### src/rtl/indexed_array_list_engine_defines.svh
// ---------------------------------------------------------------------------
// Indexed array list engine assertion macros
// Shared concurrent assertion forms, clocked on clk and disabled in reset.
// ---------------------------------------------------------------------------
`ifndef INDEXED_ARRAY_LIST_ENGINE_DEFINES_SVH
`define INDEXED_ARRAY_LIST_ENGINE_DEFINES_SVH

// Same-cycle implication.
`define IALE_ASSERT_NOW(name, cond, prop) \
  name: assert property (@(posedge clk) disable iff (rst) (cond) |-> (prop)) \
    else $error("indexed array list engine: assertion failed");

// Next-cycle implication.
`define IALE_ASSERT_NEXT(name, cond, prop) \
  name: assert property (@(posedge clk) disable iff (rst) (cond) |=> (prop)) \
    else $error("indexed array list engine: assertion failed");

`endif

### src/rtl/iale_pkg.sv
// ---------------------------------------------------------------------------
// Indexed array list engine package
// Item types, action and status codes, cell control and controller states.
// ---------------------------------------------------------------------------
`timescale 1ns / 1ps
`default_nettype none

package iale_pkg;

  localparam int DEPTH   = 32;
  localparam int WORD_W  = 32;
  localparam int IDX_W   = 5;
  localparam int CNT_W   = 6;
  localparam int ACT_W   = 3;
  localparam int STAT_W  = 2;
  localparam int BS_W    = CNT_W + 1;
  localparam int GRP_W   = 3;
  localparam int GROUP   = 1 << GRP_W;
  localparam int NGROUP  = DEPTH / GROUP;
  localparam int GCNT_W  = IDX_W - GRP_W;

  localparam logic [CNT_W-1:0] LIMIT_RST = CNT_W'(32);

  localparam logic [ACT_W-1:0] ACT_INSERT = 3'd0;
  localparam logic [ACT_W-1:0] ACT_DELETE = 3'd1;
  localparam logic [ACT_W-1:0] ACT_LSRCH  = 3'd2;
  localparam logic [ACT_W-1:0] ACT_BSRCH  = 3'd3;
  localparam logic [ACT_W-1:0] ACT_GET    = 3'd4;
  localparam logic [ACT_W-1:0] ACT_SET    = 3'd5;

  localparam logic [STAT_W-1:0] ST_DONE     = 2'd0;
  localparam logic [STAT_W-1:0] ST_BAD      = 2'd1;
  localparam logic [STAT_W-1:0] ST_NOTFOUND = 2'd2;

  typedef struct packed {
    logic [ACT_W-1:0]         action;
    logic [IDX_W-1:0]         position;
    logic signed [WORD_W-1:0] operand;
  } in_item_t;

  typedef struct packed {
    logic signed [WORD_W-1:0] result_value;
    logic [IDX_W-1:0]         found_index;
    logic [STAT_W-1:0]        status;
    logic [CNT_W-1:0]         entry_count;
  } out_item_t;

  // Control broadcast from the sequencer to every cell of the chain.
  typedef struct packed {
    logic                     commit;
    logic [ACT_W-1:0]         action;
    logic [IDX_W-1:0]         position;
    logic [CNT_W-1:0]         cnt;
    logic [IDX_W-1:0]         fidx;
    logic signed [WORD_W-1:0] operand;
  } cell_ctl_t;

  typedef enum logic [2:0] {
    S_IDLE,
    S_MATCH,
    S_SCAN,
    S_BSRCH,
    S_FIN
  } state_t;

endpackage

`default_nettype wire

### src/rtl/iale_cell.sv
// ---------------------------------------------------------------------------
// Indexed array list cell
// Holds one list entry; shifts from a neighbor, loads, swaps and flags a key match.
// ---------------------------------------------------------------------------
`timescale 1ns / 1ps
`default_nettype none

module iale_cell (
  input  wire                             clk,
  input  wire logic [iale_pkg::IDX_W-1:0] k,
  input  wire iale_pkg::cell_ctl_t        ctl,
  input  wire logic signed [iale_pkg::WORD_W-1:0] from_left,
  input  wire logic signed [iale_pkg::WORD_W-1:0] from_right,
  input  wire logic signed [iale_pkg::WORD_W-1:0] head,
  output logic signed [iale_pkg::WORD_W-1:0]      value,
  output logic                                    hit
);
  import iale_pkg::*;

  logic signed [WORD_W-1:0] value_next;
  logic [CNT_W-1:0]         k_ext;

  assign k_ext = CNT_W'(k);

  always_comb begin
    value_next = value;
    if (ctl.commit) begin
      case (ctl.action)
        ACT_INSERT: begin
          if (k == ctl.position) begin
            value_next = ctl.operand;
          end else if (k > ctl.position && k_ext <= ctl.cnt) begin
            value_next = from_left;
          end
        end
        ACT_DELETE: begin
          if (k >= ctl.position && (k_ext + CNT_W'(1)) < ctl.cnt) begin
            value_next = from_right;
          end
        end
        ACT_LSRCH: begin
          // The matched entry trades places with the head.
          if (k == ctl.fidx) begin
            value_next = head;
          end
          if (k == '0) begin
            value_next = ctl.operand;
          end
        end
        ACT_SET: begin
          if (k == ctl.position) begin
            value_next = ctl.operand;
          end
        end
        default: ;
      endcase
    end
  end

  always_ff @(posedge clk) begin
    value <= value_next;
    hit   <= (k_ext < ctl.cnt) && (value == ctl.operand);
  end

endmodule

`default_nettype wire

### config.mk
export PLATFORM = sky130hd
export DESIGN_NAME = iale_cell
export DESIGN_NICKNAME = d
export VERILOG_FILES = /design/src/rtl/indexed_array_list_engine_defines.svh /design/src/rtl/iale_pkg.sv /design/src/rtl/iale_cell.sv
export SDC_FILE = /design/constraint.sdc
export NUM_CORES = 1
export LEC_CHECK = 0
export ABC_AREA = 1
export ABC_CLOCK_PERIOD_IN_PS = 3970
export BUFFER_PORTS_ARGS = -buffer_cell sky130_fd_sc_hd__buf_2
export CAP_MARGIN = 10
export CELL_PAD_IN_SITES_DETAIL_PLACEMENT = 1
export CELL_PAD_IN_SITES_GLOBAL_PLACEMENT = 2
export CORE_MARGIN = 5
export CORE_UTILIZATION = 24
export CTS_BUF_LIST = sky130_fd_sc_hd__clkbuf_16
export CTS_CLUSTER_SIZE = 30
export DETAILED_ROUTE_END_ITERATION = 12
export PLACE_DENSITY_LB_ADDON = 0.1
export SLEW_MARGIN = 20
export SYNTH_ARGS = -nofsm -noshare
export SYNTH_HDL_FRONTEND = slang
export SYNTH_SLANG_ARGS = --single-unit
### constraint.sdc
create_clock -name clk -period 3.97 [get_ports clk]
set_input_delay 0.397 -clock clk [delete_from_list [all_inputs] [get_ports clk]]
set_output_delay 0.397 -clock clk [all_outputs]
set_load 0.05 [all_outputs]
After elaboration in Yosys (flattened, before gate mapping)
Index checks and enable logic that the tools add are counted.

word-level totals
  register bits = 33
  bits in latches = 0
  RAM bits = 0
  bits in read-only memories = 0
  bits of input ports = 154
  output and inout port bits = 33
  memories kept = 0

cells by class
  $add $sub $neg = 1
  multiply operators = 0
  divide/modulo/power cells = 0
  $lt $le $gt $ge = 5
  equal/unequal tests = 10
  shifts and indexed selects = 0
  multiplexer cells = 7
  bitwise logic cells = 0
  reduce and logical (&&, ||, !) cells = 7

operators with widths
  cell                                                                   count
  32-bit 2-to-1 mux                                                      6
  32-bit one-hot mux with 4 select lines                                 1
  32-bit equality test                                                   1
  5-bit equality test                                                    2
  5-bit by 1-bit adder with 6-bit output, second input constant          1
  5-bit by 6-bit <= comparator with 1-bit output                         1
  5-bit by 6-bit < comparator with 1-bit output                          1
  6-bit < comparator                                                     1
  3-bit inequality test, second input constant                           2
  6-bit AND reduction                                                    1
  5-bit >= comparator                                                    1
  5-bit greater-than comparator                                          1
  5-bit zero test                                                        1
  2-bit inequality test, second input constant                           2
  4-bit nonzero test                                                     1
  3-bit by 1-bit equality test with 1-bit output, second input constant  1
  3-bit by 2-bit equality test with 1-bit output, second input constant  1
  3-bit equality test, second input constant                             1
  1-bit logical AND                                                      3
  3-bit zero test                                                        1

Logic depth before layout (Yosys ltp)
  depth in word-level cells = 5
  depth in mapped cells = 14
  depth with buffers taken out = 14

Least setup slack after synthesis
OpenSTA, ideal clock, no wires.

  path type = input-to-reg
  start = input port k[0] (netlist bit)
  end = register value[0] (netlist bit) (enable)
  data arrival time = 2867 ps
  data required time = 3549 ps
  setup slack = 682 ps
  stages on the path = 13
  cell sequence = ha_1 -> nand3_1 -> xor2_1 -> ha_1 -> nand2_1 -> inv_1 -> nand2_1 -> nand2_1 -> nor2_1 -> nand2_1 -> nand2_1 -> nand3_1 -> nor2_1

between the ends
  word-level cells in the longest chain between the ends = 5

ends and longest elaborated chain
  element                                 RTL line         RTL
  start, declared                         iale_cell.sv:10  input wire logic [iale_pkg::IDX_W-1:0] k,
  5-bit by 1-bit adder with 6-bit output  iale_cell.sv:37  if (k >= ctl.position && (k_ext + CNT_W'(1)) < ctl.cnt) begin
  6-bit < comparator                      iale_cell.sv:37
  1-bit logical AND                       iale_cell.sv:37
  2-bit inequality test (no line)         -
  6-bit AND reduction (no line) *         -
  end signal, assigned                    iale_cell.sv:61  value <= value_next;
  end, declared                           iale_cell.sv:15  output logic signed [iale_pkg::WORD_W-1:0] value,

Every way passes the cells marked *; elsewhere a longest branch is shown, timed or not.
A chain may end at the register's enable or synchronous reset.

Worst setup path after layout
  start = input port k[1] (netlist bit)
  end = register value[10] (netlist bit) (enable)

Same word-level chain as after synthesis.

==> results.yml <==
clock_tree:
  htree_levels: 2
  cts.sinks: 33
  path_clk_slew_ns: 0.06
  root_buffer: "clkbuf_16"
  ctsResizeCount: 0
  hold_buffers: 0
  cts_max_path_buffers: 2
  worstSkewPairLatency_ns: 0.28
  cts_setup_buffers: 0
  cts_tree: "built"
  cts_made_buffers: 5
hold_path:
  hold_start: "from_right[30]"
  holdPathEnd: "value[30]$_DFFE_PP_"
  worstHoldPathCells: 3
  hold_path.class: "input port to flop"
layout:
  final_common_cell: "buf_2"
  fin_nets: 854
  final_cell_mix: "buf_2, nand2_1, inv_1, nand4_1, o211ai_1"
  stdcell_count: 872
  drive_gt1_share_pct: 36.6
  nFillCells: 1927
  final_design_area_no_fill_mm2: 0.00495
  post-route-util_pct: 32.5
  area_growth_pct: 32.6
place:
  dp_cells: 863
  routabilityCongestion: 0.803
  dpl_cell_area_mm2: 0.00478
  io_buffers: 186
  dp_hpwl_mm: 12.0
  pre_cts_ws_ns: 1.02
detailed_routing:
  wire_per_inst_um: 17.7
  drcViolationCount: 0
  ant_nets: 0
  drt_pass1_iterations: 4
  wl_mm: 15.4
  vias_per_cell: 4.76
  vias: 4155
  drt_iter0_markers: 99
floorplan:
  io_pins: 187
  fp.dieW_um: 135
  core_mm2: 0.0152
  die_h_um: 135
  die_area_mm2: 0.0181
  initial_core_util_pct: 24.5
  row_count: 45
worst_setup_path:
  crit_path_end_kind: "flop"
  reg2reg_slack_ns: 2.73
  reg2reg_from: "value[22]$_DFFE_PP_"
  crit_fanout: 23
  arrival_ns: 2.55
  regToRegEndpoint: "hit$_DFF_P_"
  reg2regPathDepth: 6
  worst-setup-path-type: "input port to flop"
  crit_path_start_kind: "input port"
  crit_required_ns: 3.91
logic_synthesis:
  synth-seq-cells: 33
  synth_nets: 681
  ys_types: 24
  ys_warn_count: 0
  syn_avg_cell_area_um2: 7.33
  ys_seq_area_share_pct: 26.3
  synthesis.area_mm2: 0.00373
  postSynthCellCount: 509
sta:
  slew_violations: 0
  post-route-min-period_ns: 2.61
  worst_pin_slew_ns: 1.01
  post-route-worst-setup-slack_ns: 1.36
  fmax_mhz: 383
  hold_violations: 0
  finalCritPeriodShare_pct: 65.7
  fin_setup_tns_ns: 0
  skew_ns: 0.00401
  relSlewSlack_pct: 32.5
  setup_viol_count_final: 0
  rsz0062_at_grt: "false"
outcome:
  run_status: "complete, no violations"
flow_run:
  cap_violations: 0
pwr:
  peakVddDrop_v: 0.000147
  leakage_nw: 2.20
  p_per_area_mw_per_mm2: 263
grt:
  antenna_found_initial: 0
  grt_use_total_pct: 16.5
  overflow: 0
  grt_max_degree: 65
  grt_pass1_vias: 4463
  grt_pass1_wl_mm: 23.8
==> how the worst max path moves through the flow <==
stage / startpoint / end / slack (ns) / cells past startpoint
after global placement: k[1] / value[30]$_DFFE_PP_ / 1.14 / 15
after global routing: k[1] / value[6]$_DFFE_PP_ / 1.15 / 15
after CTS: k[1] / value[6]$_DFFE_PP_ / 1.31 / 15
final: k[1] / value[10]$_DFFE_PP_ / 1.36 / 15
after detailed placement: k[1] / value[30]$_DFFE_PP_ / 1.02 / 15
after floorplan: k[0] / value[0]$_DFFE_PP_ / 0.68 / 13
==> metal layers <==
layer | up-vias | share of wire, % | global-route usage (%)
met2 | 129 | 46 | 27.8
met5 | - | 0 | 0
met4 | 0 | 1.6 | 3.62
met1 | 1953 | 45 | 21.3
met3 | 15 | 7.0 | 4.21
li1 | 2058 | - | -
==> flip-flops by register name, indices dropped and copies added, names as in the netlist <==
signal,flops
hit,1
value,32
==> critical path, stage by stage <==
cell     delay (ns)
buf_2          0.15
ha_1           0.21
nand3_1        0.12
xor2_1         0.16
ha_1           0.28
nand2_1        0.08
inv_1          0.04
nand2_1        0.06
nand2_1        0.05
nor2_1         0.11
nand2_1        0.06
nand2_1        0.05
nand3_1        0.10
nor2_4         0.28
buf_4          0.40
==> cells in the mapped netlist (all sizes together) <==
| library cell | number | area [um2] |
|---|---|---|
| nand2 | 183 | 712 |
| inv | 71 | 267 |
| o211ai | 64 | 631 |
| nand4 | 38 | 238 |
| edfxtp | 32 | 961 |
| buf | 26 | 184 |
| nor2 | 26 | 115 |
| xnor2 | 21 | 184 |
| ha | 18 | 225 |
| xor2 | 10 | 87.6 |
| nand3 | 8 | 45.0 |
| o21ai | 5 | 25.0 |
| a21oi | 4 | 20.0 |
| dfxtp | 1 | 20.0 |
| nor3 | 1 | 10.0 |
| o31ai | 1 | 7.51 |
==> logic make-up after synthesis <==
logic type                 count (synthesis)  share of synthesized area [%]
AOI/OAI and AO/OA                         74                           18.3
adders and majority gates                 18                           6.04
xor gates and xnor gates                  31                           7.28
and+or+nand+nor                          256                           30.0
DFF                                       33                           26.3
buffers and inverters                     97                           12.1
==> report_power, final <==
group,internal [W],switching (W)
registers,0.000413,0.0000138
logic,0.000154,0.000271
clock network,0.000292,0.000156
==> final cells by class <==
cell class,count,area [um2],share of cell area (%)
diodes,1,2.50,0.0506
multi-input cells,379,2320,47.0
clock inverters,3,37.5,0.759
clock buffers,5,125,2.53
repair buffers,192,976,19.7
inverters,71,267,5.39
well taps,188,235,4.75
flip-flops and latches,33,981,19.8
==> through the flow <==
| step | total power (W) | hold WS (ns) |
|---|---|---|
| after floorplan | 0.000681 | 0.606 |
| after global placement | 0.000859 | 0.674 |
| after detailed placement | 0.000866 | 0.680 |
| after CTS | 0.00132 | 0.424 |
| after global routing | 0.00138 | 0.434 |
| final | 0.00130 | 0.422 |
Power figures use the tool's default switching activity.
